`src/design/dtc_pkg.sv`:
```
// ----------------------------------------------------------------------------
// dtc_pkg: shared definitions for the dirty tile collector
// Field widths, configuration register indexes, divider lane slots and the
// population count used to report the number of newly marked tiles.
// ----------------------------------------------------------------------------
package dtc_pkg;

    localparam int unsigned COORD_W = 15;
    localparam int unsigned TSIZE_W = 13;
    localparam int unsigned GRID_W  = 7;
    localparam int unsigned ROW_W   = 6;
    localparam int unsigned MASK_W  = 64;
    localparam int unsigned CNT_W   = 7;
    localparam int unsigned CFG_IDX_W = 2;
    localparam int unsigned DIV_STEPS = COORD_W;
    localparam int unsigned NUM_LANES = 4;

    localparam logic [TSIZE_W-1:0] TILE_SIZE_RESET = 13'd64;

    localparam logic [CFG_IDX_W-1:0] CFG_TILE_SIZE    = 2'd0;
    localparam logic [CFG_IDX_W-1:0] CFG_TILES_ACROSS = 2'd1;
    localparam logic [CFG_IDX_W-1:0] CFG_TILES_DOWN   = 2'd2;

    localparam logic [1:0] LANE_LEFT   = 2'd0;
    localparam logic [1:0] LANE_TOP    = 2'd1;
    localparam logic [1:0] LANE_RIGHT  = 2'd2;
    localparam logic [1:0] LANE_BOTTOM = 2'd3;

    // Count per byte, then add the eight byte counts.
    function automatic logic [CNT_W-1:0] popcount64(input logic [MASK_W-1:0] v);
        logic [3:0]       byte_cnt [8];
        logic [CNT_W-1:0] sum;
        sum = '0;
        for (int i = 0; i < 8; i++) begin
            byte_cnt[i] = '0;
            for (int j = 0; j < 8; j++) begin
                byte_cnt[i] = byte_cnt[i] + 4'(v[8*i+j]);
            end
            sum = sum + 7'(byte_cnt[i]);
        end
        return sum;
    endfunction

endpackage

```
`src/design/dirty_tile_collector.sv`:
```
// ----------------------------------------------------------------------------
// dirty_tile_collector: seen-bitmap tracker for damaged screen tiles
// Divides each damage rectangle by the tile size, clips the tile span to the
// grid and reports, one beat per spanned tile row, the tiles seen first; a clear empties the bitmap.
// ----------------------------------------------------------------------------
// Flow: a clear or empty item goes through S_EMPTY, which registers its beat;
// a rectangle goes through S_DIV, S_CLIP, then S_READ and S_MOD for each row,
// S_MOD registering each row beat; a span off the grid leaves S_CLIP for S_EMPTY.
// One item at a time: the next item is accepted only once the block is back in
// S_IDLE after the item's last beat, and a full result register that sits stalled holds it.
// Reset: config takes reset values; row valid bits clear, so the bitmap is empty.
// ----------------------------------------------------------------------------
module dirty_tile_collector #(
    parameter int unsigned MAX_TILES_X = 64,
    parameter int unsigned MAX_TILES_Y = 64
) (
    input  logic                                i_clk,
    input  logic                                i_rst_n,
    // configuration write channel
    input  logic                                i_cfg_valid,
    output logic                                o_cfg_ready,
    input  logic [dtc_pkg::CFG_IDX_W-1:0]       i_cfg_index,
    input  logic [dtc_pkg::TSIZE_W-1:0]         i_cfg_data,
    // input item channel
    input  logic                                i_in_valid,
    output logic                                o_in_stall,
    input  logic                                i_action,
    input  logic [dtc_pkg::COORD_W-1:0]         i_rect_left,
    input  logic [dtc_pkg::COORD_W-1:0]         i_rect_top,
    input  logic [dtc_pkg::COORD_W-1:0]         i_rect_right,
    input  logic [dtc_pkg::COORD_W-1:0]         i_rect_bottom,
    // result channel
    output logic                                o_out_valid,
    input  logic                                i_out_stall,
    output logic [dtc_pkg::ROW_W-1:0]           o_tile_row,
    output logic [dtc_pkg::MASK_W-1:0]          o_new_tiles_mask,
    output logic [dtc_pkg::CNT_W-1:0]           o_new_tile_count,
    output logic                                o_last
);

    localparam int unsigned AW = (MAX_TILES_Y > 1) ? $clog2(MAX_TILES_Y) : 1;
    localparam logic [dtc_pkg::GRID_W-1:0] TX_LIM = dtc_pkg::GRID_W'(MAX_TILES_X);
    localparam logic [dtc_pkg::GRID_W-1:0] TY_LIM = dtc_pkg::GRID_W'(MAX_TILES_Y);
    localparam logic [3:0] LAST_STEP = 4'(dtc_pkg::DIV_STEPS - 1);

    typedef enum logic [2:0] {
        S_IDLE,
        S_DIV,
        S_CLIP,
        S_READ,
        S_MOD,
        S_EMPTY
    } t_state;

    t_state r_state, n_state;

    logic [dtc_pkg::TSIZE_W-1:0] r_tile_size, n_tile_size;
    logic [dtc_pkg::GRID_W-1:0]  r_tiles_across, n_tiles_across;
    logic [dtc_pkg::GRID_W-1:0]  r_tiles_down, n_tiles_down;
    logic [MAX_TILES_Y-1:0]      r_row_valid, n_row_valid;

    logic [3:0]                  r_step, n_step;
    logic [dtc_pkg::COORD_W-1:0] r_quo [dtc_pkg::NUM_LANES];
    logic [dtc_pkg::COORD_W-1:0] n_quo [dtc_pkg::NUM_LANES];
    logic [dtc_pkg::TSIZE_W-1:0] r_rem [dtc_pkg::NUM_LANES];
    logic [dtc_pkg::TSIZE_W-1:0] n_rem [dtc_pkg::NUM_LANES];

    logic [dtc_pkg::ROW_W-1:0]   r_min_tx, n_min_tx;
    logic [dtc_pkg::ROW_W-1:0]   r_max_tx, n_max_tx;
    logic [dtc_pkg::ROW_W-1:0]   r_max_ty, n_max_ty;
    logic [dtc_pkg::ROW_W-1:0]   r_ty, n_ty;

    logic                        r_out_valid, n_out_valid;
    logic [dtc_pkg::ROW_W-1:0]   r_out_row, n_out_row;
    logic [dtc_pkg::MASK_W-1:0]  r_out_mask, n_out_mask;
    logic [dtc_pkg::CNT_W-1:0]   r_out_count, n_out_count;
    logic                        r_out_last, n_out_last;

    logic [dtc_pkg::TSIZE_W-1:0] w_ts;
    logic [dtc_pkg::GRID_W-1:0]  w_tx_n, w_ty_n;
    logic [dtc_pkg::ROW_W-1:0]   w_lim_x, w_lim_y, w_clip_x, w_clip_y;
    logic                        w_in_fire, w_out_free, w_rect_empty;
    logic [AW-1:0]               w_row_addr;
    logic [MAX_TILES_X-1:0]      w_span, w_seen, w_fresh, w_rdata;
    logic                        w_ram_we, w_ram_re;
    logic [dtc_pkg::TSIZE_W:0]   w_shift [dtc_pkg::NUM_LANES];
    logic [dtc_pkg::TSIZE_W:0]   w_diff  [dtc_pkg::NUM_LANES];

    dtc_ram #(
        .WIDTH (MAX_TILES_X),
        .DEPTH (MAX_TILES_Y)
    ) u_seen_ram (
        .i_clk   (i_clk),
        .i_we    (w_ram_we),
        .i_waddr (w_row_addr),
        .i_wdata (w_seen | w_fresh),
        .i_re    (w_ram_re),
        .i_raddr (w_row_addr),
        .o_rdata (w_rdata)
    );

    always_comb begin
        w_ts   = (r_tile_size == '0) ? dtc_pkg::TSIZE_W'(1) : r_tile_size;
        w_tx_n = (r_tiles_across > TX_LIM) ? TX_LIM : r_tiles_across;
        w_ty_n = (r_tiles_down > TY_LIM) ? TY_LIM : r_tiles_down;
        w_lim_x = dtc_pkg::ROW_W'(w_tx_n - 7'd1);
        w_lim_y = dtc_pkg::ROW_W'(w_ty_n - 7'd1);
        w_clip_x = (r_quo[dtc_pkg::LANE_RIGHT] > dtc_pkg::COORD_W'(w_lim_x))
                   ? w_lim_x : r_quo[dtc_pkg::LANE_RIGHT][dtc_pkg::ROW_W-1:0];
        w_clip_y = (r_quo[dtc_pkg::LANE_BOTTOM] > dtc_pkg::COORD_W'(w_lim_y))
                   ? w_lim_y : r_quo[dtc_pkg::LANE_BOTTOM][dtc_pkg::ROW_W-1:0];

        w_in_fire  = i_in_valid && (r_state == S_IDLE);
        w_out_free = !r_out_valid || !i_out_stall;
        w_rect_empty = (i_rect_left >= i_rect_right) || (i_rect_top >= i_rect_bottom)
                       || (w_tx_n == '0) || (w_ty_n == '0);

        w_row_addr = r_ty[AW-1:0];
        for (int n = 0; n < MAX_TILES_X; n++) begin
            w_span[n] = (7'(n) >= {1'b0, r_min_tx}) && (7'(n) <= {1'b0, r_max_tx});
        end
        // A row that has not been written since the last clear reads as empty.
        w_seen  = r_row_valid[w_row_addr] ? w_rdata : '0;
        w_fresh = w_span & ~w_seen;

        // One restoring step per lane: shift in the next dividend bit.
        for (int l = 0; l < dtc_pkg::NUM_LANES; l++) begin
            w_shift[l] = {r_rem[l], r_quo[l][dtc_pkg::COORD_W-1]};
            w_diff[l]  = w_shift[l] - {1'b0, w_ts};
        end
    end

    always_comb begin
        n_state        = r_state;
        n_tile_size    = r_tile_size;
        n_tiles_across = r_tiles_across;
        n_tiles_down   = r_tiles_down;
        n_row_valid    = r_row_valid;
        n_step         = r_step;
        n_quo          = r_quo;
        n_rem          = r_rem;
        n_min_tx       = r_min_tx;
        n_max_tx       = r_max_tx;
        n_max_ty       = r_max_ty;
        n_ty           = r_ty;
        n_out_valid    = r_out_valid && i_out_stall;
        n_out_row      = r_out_row;
        n_out_mask     = r_out_mask;
        n_out_count    = r_out_count;
        n_out_last     = r_out_last;
        w_ram_we       = 1'b0;
        w_ram_re       = 1'b0;

        if (i_cfg_valid) begin
            case (i_cfg_index)
                dtc_pkg::CFG_TILE_SIZE:    n_tile_size    = i_cfg_data;
                dtc_pkg::CFG_TILES_ACROSS: n_tiles_across = i_cfg_data[dtc_pkg::GRID_W-1:0];
                dtc_pkg::CFG_TILES_DOWN:   n_tiles_down   = i_cfg_data[dtc_pkg::GRID_W-1:0];
                default: ;
            endcase
        end

        case (r_state)
            S_IDLE: begin
                if (w_in_fire) begin
                    if (i_action) begin
                        n_row_valid = '0;
                        n_state     = S_EMPTY;
                    end else if (w_rect_empty) begin
                        n_state = S_EMPTY;
                    end else begin
                        n_quo[dtc_pkg::LANE_LEFT]   = i_rect_left;
                        n_quo[dtc_pkg::LANE_TOP]    = i_rect_top;
                        n_quo[dtc_pkg::LANE_RIGHT]  = i_rect_right - 15'd1;
                        n_quo[dtc_pkg::LANE_BOTTOM] = i_rect_bottom - 15'd1;
                        for (int l = 0; l < dtc_pkg::NUM_LANES; l++) begin
                            n_rem[l] = '0;
                        end
                        n_step  = '0;
                        n_state = S_DIV;
                    end
                end
            end
            S_DIV: begin
                for (int l = 0; l < dtc_pkg::NUM_LANES; l++) begin
                    if (!w_diff[l][dtc_pkg::TSIZE_W]) begin
                        n_rem[l] = w_diff[l][dtc_pkg::TSIZE_W-1:0];
                    end else begin
                        n_rem[l] = w_shift[l][dtc_pkg::TSIZE_W-1:0];
                    end
                    n_quo[l] = {r_quo[l][dtc_pkg::COORD_W-2:0], !w_diff[l][dtc_pkg::TSIZE_W]};
                end
                n_step = r_step + 4'd1;
                if (r_step == LAST_STEP) begin
                    n_state = S_CLIP;
                end
            end
            S_CLIP: begin
                if ((r_quo[dtc_pkg::LANE_LEFT] > dtc_pkg::COORD_W'(w_clip_x))
                        || (r_quo[dtc_pkg::LANE_TOP] > dtc_pkg::COORD_W'(w_clip_y))) begin
                    n_state = S_EMPTY;
                end else begin
                    n_min_tx = r_quo[dtc_pkg::LANE_LEFT][dtc_pkg::ROW_W-1:0];
                    n_max_tx = w_clip_x;
                    n_ty     = r_quo[dtc_pkg::LANE_TOP][dtc_pkg::ROW_W-1:0];
                    n_max_ty = w_clip_y;
                    n_state  = S_READ;
                end
            end
            S_READ: begin
                w_ram_re = 1'b1;
                n_state  = S_MOD;
            end
            S_MOD: begin
                // The read data register holds while the result side stalls.
                if (w_out_free) begin
                    w_ram_we                = 1'b1;
                    n_row_valid[w_row_addr] = 1'b1;
                    n_out_valid = 1'b1;
                    n_out_row   = r_ty;
                    n_out_mask  = dtc_pkg::MASK_W'(w_fresh);
                    n_out_count = dtc_pkg::popcount64(dtc_pkg::MASK_W'(w_fresh));
                    n_out_last  = (r_ty == r_max_ty);
                    if (r_ty == r_max_ty) begin
                        n_state = S_IDLE;
                    end else begin
                        n_ty    = r_ty + 6'd1;
                        n_state = S_READ;
                    end
                end
            end
            S_EMPTY: begin
                if (w_out_free) begin
                    n_out_valid = 1'b1;
                    n_out_row   = '0;
                    n_out_mask  = '0;
                    n_out_count = '0;
                    n_out_last  = 1'b1;
                    n_state     = S_IDLE;
                end
            end
            default: n_state = S_IDLE;
        endcase
    end

    always_ff @(posedge i_clk) begin
        if (!i_rst_n) begin
            r_state        <= S_IDLE;
            r_tile_size    <= dtc_pkg::TILE_SIZE_RESET;
            r_tiles_across <= '0;
            r_tiles_down   <= '0;
            r_row_valid    <= '0;
            r_out_valid    <= 1'b0;
        end else begin
            r_state        <= n_state;
            r_tile_size    <= n_tile_size;
            r_tiles_across <= n_tiles_across;
            r_tiles_down   <= n_tiles_down;
            r_row_valid    <= n_row_valid;
            r_out_valid    <= n_out_valid;
        end
        r_step      <= n_step;
        r_quo       <= n_quo;
        r_rem       <= n_rem;
        r_min_tx    <= n_min_tx;
        r_max_tx    <= n_max_tx;
        r_max_ty    <= n_max_ty;
        r_ty        <= n_ty;
        r_out_row   <= n_out_row;
        r_out_mask  <= n_out_mask;
        r_out_count <= n_out_count;
        r_out_last  <= n_out_last;
    end

    assign o_cfg_ready      = 1'b1;
    assign o_in_stall       = (r_state != S_IDLE);
    assign o_out_valid      = r_out_valid;
    assign o_tile_row       = r_out_row;
    assign o_new_tiles_mask = r_out_mask;
    assign o_new_tile_count = r_out_count;
    assign o_last           = r_out_last;

    // Consecutive row beats of one rectangle walk the rows in order.
    a_row_advance: assert property (@(posedge i_clk) disable iff (!i_rst_n)
        (r_state == S_MOD && w_out_free && r_ty != r_max_ty)
        |=> (r_state == S_READ && r_ty == $past(r_ty) + 6'd1))
        else $error("tile row did not advance by one between beats");

    a_count_matches: assert property (@(posedge i_clk) disable iff (!i_rst_n)
        o_out_valid |-> (o_new_tile_count == 7'($countones(o_new_tiles_mask))))
        else $error("new tile count disagrees with mask");

    // A clear beat empties the whole bitmap before the next item can start.
    a_clear_empties: assert property (@(posedge i_clk) disable iff (!i_rst_n)
        (w_in_fire && i_action) |=> (r_row_valid == '0 && r_state == S_EMPTY))
        else $error("clear did not empty the seen bitmap");

endmodule

```
`src/design/dtc_ram.sv`:
```
// ----------------------------------------------------------------------------
// dtc_ram: generic single-port-write, single-port-read RAM
// One write and one read per cycle; the read data is registered.
// ----------------------------------------------------------------------------
module dtc_ram #(
    parameter int unsigned WIDTH  = 64,
    parameter int unsigned DEPTH  = 64,
    parameter int unsigned ADDR_W = (DEPTH > 1) ? $clog2(DEPTH) : 1
) (
    input  logic              i_clk,
    input  logic              i_we,
    input  logic [ADDR_W-1:0] i_waddr,
    input  logic [WIDTH-1:0]  i_wdata,
    input  logic              i_re,
    input  logic [ADDR_W-1:0] i_raddr,
    output logic [WIDTH-1:0]  o_rdata
);

    logic [WIDTH-1:0] r_mem [DEPTH];
    logic [WIDTH-1:0] r_rdata;

    always_ff @(posedge i_clk) begin
        if (i_we) begin
            r_mem[i_waddr] <= i_wdata;
        end
        if (i_re) begin
            r_rdata <= r_mem[i_raddr];
        end
    end

    assign o_rdata = r_rdata;

endmodule

```
`config.mk`:
```
export PLATFORM = sky130hd
export DESIGN_NAME = dirty_tile_collector
export DESIGN_NICKNAME = d
export VERILOG_FILES = /design/src/design/dtc_pkg.sv /design/src/design/dirty_tile_collector.sv /design/src/design/dtc_ram.sv
export SDC_FILE = /design/constraint.sdc
export NUM_CORES = 2
export LEC_CHECK = 0
export CORE_MARGIN = 2
export CORE_UTILIZATION = 35
export DETAILED_ROUTE_END_ITERATION = 8
export DONT_BUFFER_PORTS = 1
export GPL_ROUTABILITY_DRIVEN = 0
export PLACE_DENSITY = 0.49
export SLEW_MARGIN = 20
export SYNTH_ARGS = -nofsm -noshare
export SYNTH_HDL_FRONTEND = slang
export SYNTH_SLANG_ARGS = --single-unit
```
`constraint.sdc`:
```
create_clock -name i_clk -period 15.2 [get_ports i_clk]
set_input_delay 4.56 -clock i_clk [delete_from_list [all_inputs] [get_ports i_clk]]
set_output_delay 4.56 -clock i_clk [all_outputs]
set_load 0.01 [all_outputs]
```
Word level (Yosys, flattened, before mapping):

Memory sizes are Yosys's and may differ from the RTL's. A register that Yosys moved wholly into a read port is not among the register bits.
Cells that the tools add are included.

* flip-flop bits (word level): 313
* bits in latches: 0
* memory bits (writable): 4096
* ROM bits: 0
* input port bits: 81
* logic and storage cells: 414
* memories kept: 1

* add/subtract/negate cells: 73
* multiply operators: 0
* divide/modulo/power cells: 0
* magnitude comparators: 136
* equal/unequal tests: 18
* shifts and indexed selects: 0
* mux-type cells: 62
* bitwise operators: 5
* reduce and logical (&&, ||, !) cells: 96

Memories
* u_seen_ram.r_mem: words 64, bits a word 64, rd ports 1, clocked after Yosys merged registers in 1, write ports 1, RTL line dtc_ram.sv:19 `logic [WIDTH-1:0] r_mem [DEPTH];`

Operator list (number)
* $mux 64: 6
* $pmux 64 s2: 2
* $le 6x6->1 const A: 32
* $ge 6x6->1 const A: 31
* $mux 60: 3
* $mux 52: 3
* $add 4x1->4: 32
* $or 64x64->64: 2
* $pmux 60 s2: 1
* $pmux 52 s2: 1
* $ge 5x6->1 const A: 16
* $le 5x6->1 const A: 16
* $logic_and 1x1->1: 65
* $mux 13: 5
* $and 64x64->64: 1
* $not 64->64: 1
* $gt 15x6->1: 4
* $sub 14x13->14: 4
* $ge 4x6->1 const A: 8
* $le 4x6->1 const A: 8
* $mux 6: 7
* $add 3x1->4: 8
* $ge 15x15->1: 2
* $sub 15x1->15 const B: 2
* other kinds (51): 130

Longest topological paths before layout:

* depth after elaboration: 21
* mapped depth: 35
* depth with buffers taken out: 31

By module:

A second synthesis with hierarchy kept.

* cells, all modules: 9089
* area, all modules: 178925.4 sq um

Modules (own cells, without submodules)
* dtc_ram: times used 1, cells each 6802, area an instance 157523.6 sq um
* dirty_tile_collector: times used 1, cells each 2287, area an instance 21401.8 sq um

Worst setup path after synthesis:

OpenSTA, ideal clock, no wires.

* kind: input to register
* start point: input port i_rect_right[14] (netlist bit)
* end point: register r_quo[0] (netlist bit), enable pin
* setup time: 0.733 ns
* arrival: 13.809 ns
* data required time: 14.467 ns
* setup slack: 0.658 ns
* stages on the path: 9
* path buffers: 0
* path through: inv_1 ha_1 a2111oi_0 nand3_1 a211oi_1 nand3_1 nor4_1 nor2_1 nor3_1

* cells in the longest elaborated chain, start to end: 6

Ends and longest elaborated chain
* start: declaration: RTL line dirty_tile_collector.sv:30 `input logic [dtc_pkg::COORD_W-1:0] i_rect_right,`
* $ge 15x15->1: RTL line dirty_tile_collector.sv:115 `w_rect_empty = (i_rect_left >= i_rect_right) || (i_rect_top >= i_rect_bottom)`
* $logic_or 1x1->1: RTL line dirty_tile_collector.sv:115
* $logic_or 1x1->1 (2 in a row): RTL line dirty_tile_collector.sv:116 `|| (w_tx_n == '0) || (w_ty_n == '0);`
* $ne 2x2->1 (no source line)
* $reduce_and 4->1 (no source line)
* end signal: assignment: RTL line dirty_tile_collector.sv:263 `r_quo <= n_quo;`
* end: declaration: RTL line dirty_tile_collector.sv:63 `logic [dtc_pkg::COORD_W-1:0] r_quo [dtc_pkg::NUM_LANES];`

Every way passes these cells.
A chain may end at the register's enable or synchronous reset.

Worst setup path in the final report:

* start point: register r_ty[2] (netlist bit)
* end point: register r_out_count, in the netlist o_new_tile_count[5] (data pin)

* cells in the longest elaborated chain, start to end: 21
* elaborated cells on any way between the ends: 70

Ends and longest elaborated chain
* start: declaration: RTL line dirty_tile_collector.sv:71 `logic [dtc_pkg::ROW_W-1:0] r_ty, n_ty;`
* start signal: assignment: RTL line dirty_tile_collector.sv:268 `r_ty <= n_ty;`
* $bmux 1 s6 *: RTL line dirty_tile_collector.sv:123 `w_seen = r_row_valid[w_row_addr] ? w_rdata : '0;`
* $mux 1 (not written as such) *: RTL line dirty_tile_collector.sv:123
* $mux 64 *: RTL line dirty_tile_collector.sv:123
* $not 64->64 *: RTL line dirty_tile_collector.sv:124 `w_fresh = w_span & ~w_seen;`
* $and 64x64->64 *: RTL line dirty_tile_collector.sv:124
* $add 1x1->2: RTL line dtc_pkg.sv:37 `byte_cnt[i] = byte_cnt[i] + 4'(v[8*i+j]);`
* $add 2x1->3: RTL line dtc_pkg.sv:37
* $add 3x1->4: RTL line dtc_pkg.sv:37
* $add 4x1->4 (4 in a row): RTL line dtc_pkg.sv:37
* $add 4x4->5: RTL line dtc_pkg.sv:39 `sum = sum + 7'(byte_cnt[i]);`
* $add 5x4->6: RTL line dtc_pkg.sv:39
* $add 6x4->7: RTL line dtc_pkg.sv:39
* $add 7x4->7 (3 in a row): RTL line dtc_pkg.sv:39
* $add 7x4->7 *: RTL line dtc_pkg.sv:39
* $mux 7 *: RTL line dirty_tile_collector.sv:216 `if (w_out_free) begin`
* $pmux 7 s2 *: RTL line dirty_tile_collector.sv:163 `case (r_state)`
* end signal: assignment: RTL line dirty_tile_collector.sv:271 `r_out_count <= n_out_count;`
* end: declaration: RTL line dirty_tile_collector.sv:76 `logic [dtc_pkg::CNT_W-1:0] r_out_count, n_out_count;`

Mark *: on every way between the ends. The rest lies on a longest branch, timed or not. The select of a mux whose other input is x is not followed.

==> results.json <==
{
  "end_kind": "register",
  "r2r-end": "o_new_tile_count[5]",
  "r2r_start": "r_ty[2]",
  "slowest_delay_ns": 0.84,
  "pwr-share-seq": 0.490,
  "netlist.area_leader.share": 0.777,
  "place_area_um2": 179000,
  "regToRegSetupSlack_ns": 5.06,
  "n_fill_cell": 43377,
  "synth-seq-cells": 4473,
  "cp.arrival_ns": 10.88,
  "port_buffers": 0,
  "rows": 255,
  "grt_pass1_vias": 97983,
  "clock_path_buffers": 4,
  "drt_iter0_drc": 16658,
  "p_leak_nw": 60.3,
  "clk_latency_ns": 1.05,
  "synthesis.nets": 10159,
  "route.vias.total": 103306,
  "synthCells": 9894,
  "synth.most_common_cell": "edfxtp_1",
  "hold_start": "r_row_valid[19]",
  "yosysWarnings": 0,
  "cp-start-kind": "register",
  "finalSetupViolations": 0,
  "hold_path.class": "register to register",
  "crit_path_max_fanout": 91,
  "die_h_um": 699,
  "ys.flop_type": "edfxtp_1",
  "switching_share": 0.263,
  "crit_slowest_cell": "edfxtp_1",
  "htree_levels": 5,
  "cpMostUsedCell": "fa_1",
  "synth_top_area_cell": "edfxtp_1",
  "synthTopCellsByArea": "edfxtp_1 (78%), a22oi_1 (5.7%), a22o_1 (2.0%)",
  "p_per_area_nw_per_um2": 146,
  "grt_max_degree": 100,
  "start_util": 0.351,
  "crit_type": "register to register",
  "layout-drive-gt1-share": 0.110,
  "clock-sinks": 4473,
  "cts_setup_buffers": 0,
  "slew_viol_final": 0,
  "min_path_cells": 2,
  "globalRouteTotalUtil": 0.247,
  "yosysSeqAreaShare": 0.789,
  "hold_violations": 0,
  "ir_drop_mv": 0.102,
  "die_area_um2": 489000,
  "holdPathEnd": "r_row_valid[19]",
  "slew_headroom": 0.163,
  "grt_pass1_wl_um": 846000,
  "final_area_um2": 193000,
  "routed_via_density": 6.11,
  "p_int_mw": 20.8,
  "clk_pin_slew_worst_paths_ns": 0.06,
  "grt_antenna_before_repair": 34,
  "cts_resized": 0,
  "crit_required_ns": 15.94,
  "post_drt_wl_per_cell_um": 37.0,
  "synth_edf_count": 4378,
  "num-nets-final": 10342,
  "antenna_left": 0,
  "worst_pin_slew_ns": 1.26,
  "worst_clock_skew_ns": 0.0960,
  "p_sw_mw": 7.41,
  "fin_setup_tns_ns": 0,
  "grt.overflow.total": 0,
  "period_needed_ns": 10.14,
  "cts_made_buffers": 449,
  "cts_tree": "done",
  "drt_wl_total_um": 626000,
  "placeableCoreArea_um2": 482000,
  "syn_avg_cell_area_um2": 17.1,
  "critical_path.top_delay_family": "adder cells",
  "die_x_um": 699,
  "ff2ff_path_depth": 30,
  "clock.fmax_mhz": 98.6,
  "async_flop_share": 0,
  "synth_cell_types": 76,
  "p_clk_frac": 0.389,
  "hold_buffers": 0,
  "crit_buf_inv": 7,
  "ios": 162,
  "drcViolationCount": 0,
  "drtPass1Iterations": 7,
  "root_buffer": "clkbuf_16",
  "area_growth_pct": 14.1,
  "cap_violations": 0,
  "combinationalPowerShare": 0.121,
  "rsz0062_at_grt": "no",
  "syn_area_um2": 169000,
  "dp_hpwl_um": 343000,
  "outcome": "complete, no violations",
  "ys_top_cells_by_count": "edfxtp_1 (4378), a22oi_1 (1292), clkbuf_1 (446)",
  "finalCritPeriodShare": 0.667
}
area by class of cell:
type                    instances  area, µm²  area share
repair buffers                363       3070      0.0159
flip-flops and latches       4473     133000       0.691
multi-input cells            4626      33600       0.174
inverters                     164        616     0.00319
clock buffers                 568      12000      0.0620
diodes                         12       30.0    0.000156
well taps                    6425       8040      0.0416
clock inverters               266       2410      0.0125
how the worst max path moves through the flow:
| stage | start | endpoint | slack (ns) | depth (start not counted) |
|---|---|---|---|---|
| finish | r_ty[2] | o_new_tile_count[5] | 5.06 | 30 |
| global route | r_ty[2] | o_new_tile_count[5] | 4.67 | 30 |
| CTS | r_ty[2] | o_new_tile_count[5] | 5.23 | 28 |
| detailed placement | r_ty[2] | o_new_tile_count[5] | 5.15 | 28 |
| global placement | r_ty[2] | o_new_tile_count[5] | 5.10 | 30 |
| floorplan | i_rect_right[14] | r_quo[0] | 0.66 | 9 |
placed cells by master, fill, tap and decap left out, types with 18 or more instances in the layout:
| master | synthesis | layout |
|---|---|---|
| a21boi_0 | 18 | 18 |
| a21oi_1 | 285 | 283 |
| a221oi_1 | 394 | 394 |
| a22o_1 | 395 | 395 |
| a22oi_1 | 1292 | 1292 |
| a31oi_1 | 398 | 398 |
| buf_12 | 0 | 25 |
| buf_4 | 2 | 335 |
| bufinv_16 | 0 | 36 |
| clkbuf_1 | 446 | 99 |
| clkbuf_16 | 0 | 458 |
| clkinv_1 | 1 | 115 |
| clkinv_2 | 0 | 77 |
| dfxtp_1 | 95 | 95 |
| edfxtp_1 | 4378 | 4378 |
| fa_1 | 58 | 58 |
| ha_1 | 126 | 126 |
| inv_1 | 163 | 163 |
| mux2i_1 | 71 | 71 |
| nand2_1 | 418 | 387 |
| nand2_2 | 0 | 27 |
| nand2b_1 | 47 | 41 |
| nand3_1 | 119 | 117 |
| nand4_1 | 137 | 137 |
| nor2_1 | 262 | 196 |
| nor2_4 | 0 | 66 |
| nor2b_1 | 68 | 68 |
| nor3_1 | 39 | 34 |
| nor4_1 | 87 | 87 |
| o211ai_1 | 23 | 23 |
| o21ai_0 | 92 | 87 |
| xnor2_1 | 72 | 68 |
worst register-to-register path, delay by kind of cell (launching register included):
| kind | cells | cell delay (ns) |
|---|---|---|
| and+or+nand+nor | 6 | 1.58 |
| xor gates and xnor gates | 1 | 0.14 |
| buffers and inverters | 7 | 1.66 |
| adders and majority gates | 9 | 4.28 |
| DFF | 1 | 0.84 |
| AOI/OAI and AO/OA | 7 | 1.41 |
power groups by stage:
| stage | logic (mW) | clock network, mW | registers, mW |
|---|---|---|---|
| CTS | 3.38 | 11.1 | 13.8 |
| global placement | 3.35 | 0 | 14.1 |
| floorplan | 1.89 | 0 | 14.0 |
| detailed placement | 3.37 | 0 | 14.1 |
| finish | 3.42 | 11.0 | 13.8 |
| global route | 3.59 | 11.5 | 13.8 |
routing by layer:
layer  track usage  up-vias  share of wire
li1              -    41239              -
met1         0.348    54838           0.41
met2         0.391     6193           0.46
met3        0.0440     1024          0.098
met4        0.0762       12          0.035
met5             0        -        0.00014
per-stage QoR:
stage          hold WS, ns   util  setup slack, ns  std cells  power (mW)
6_report             0.471  0.401             5.06      16897        28.2
4_1_cts              0.469  0.401             5.23      16885        28.3
3_3_place_gp         0.449  0.371             5.10      16049        17.4
5_1_grt              0.493  0.401             4.67      16887        29.0
2_1_floorplan        0.426      -            0.658       9894        15.9
3_5_place_dp         0.455  0.371             5.15      16051        17.5
sequential cells by signal, indices dropped and copies added, names as in the netlist, 3 cells and up:
name                flops
r_tiles_across          7
r_rem                  52
o_new_tile_count        7
r_tile_size            13
r_max_tx                6
r_ty                    6
o_tile_row              6
r_state                 3
r_row_valid            64
r_min_tx                6
r_tiles_down            7
u_seen_ram.r_mem     4096
u_seen_ram.o_rdata     64
r_max_ty                6
r_step                  4
r_quo                  60
o_new_tiles_mask       64
cell families after synthesis:
group / after synthesis / synth area share
fa+ha+maj: 185 / 0.0162
compound gates: 3008 / 0.131
mux: 76 / 0.00453
simple gates: 1276 / 0.0368
xor+xnor: 80 / 0.00414
buf+inv: 795 / 0.0184
other cells: 1 / 0.0000222
flops: 4473 / 0.789
Note: power is estimated with default switching activity, not from simulation.
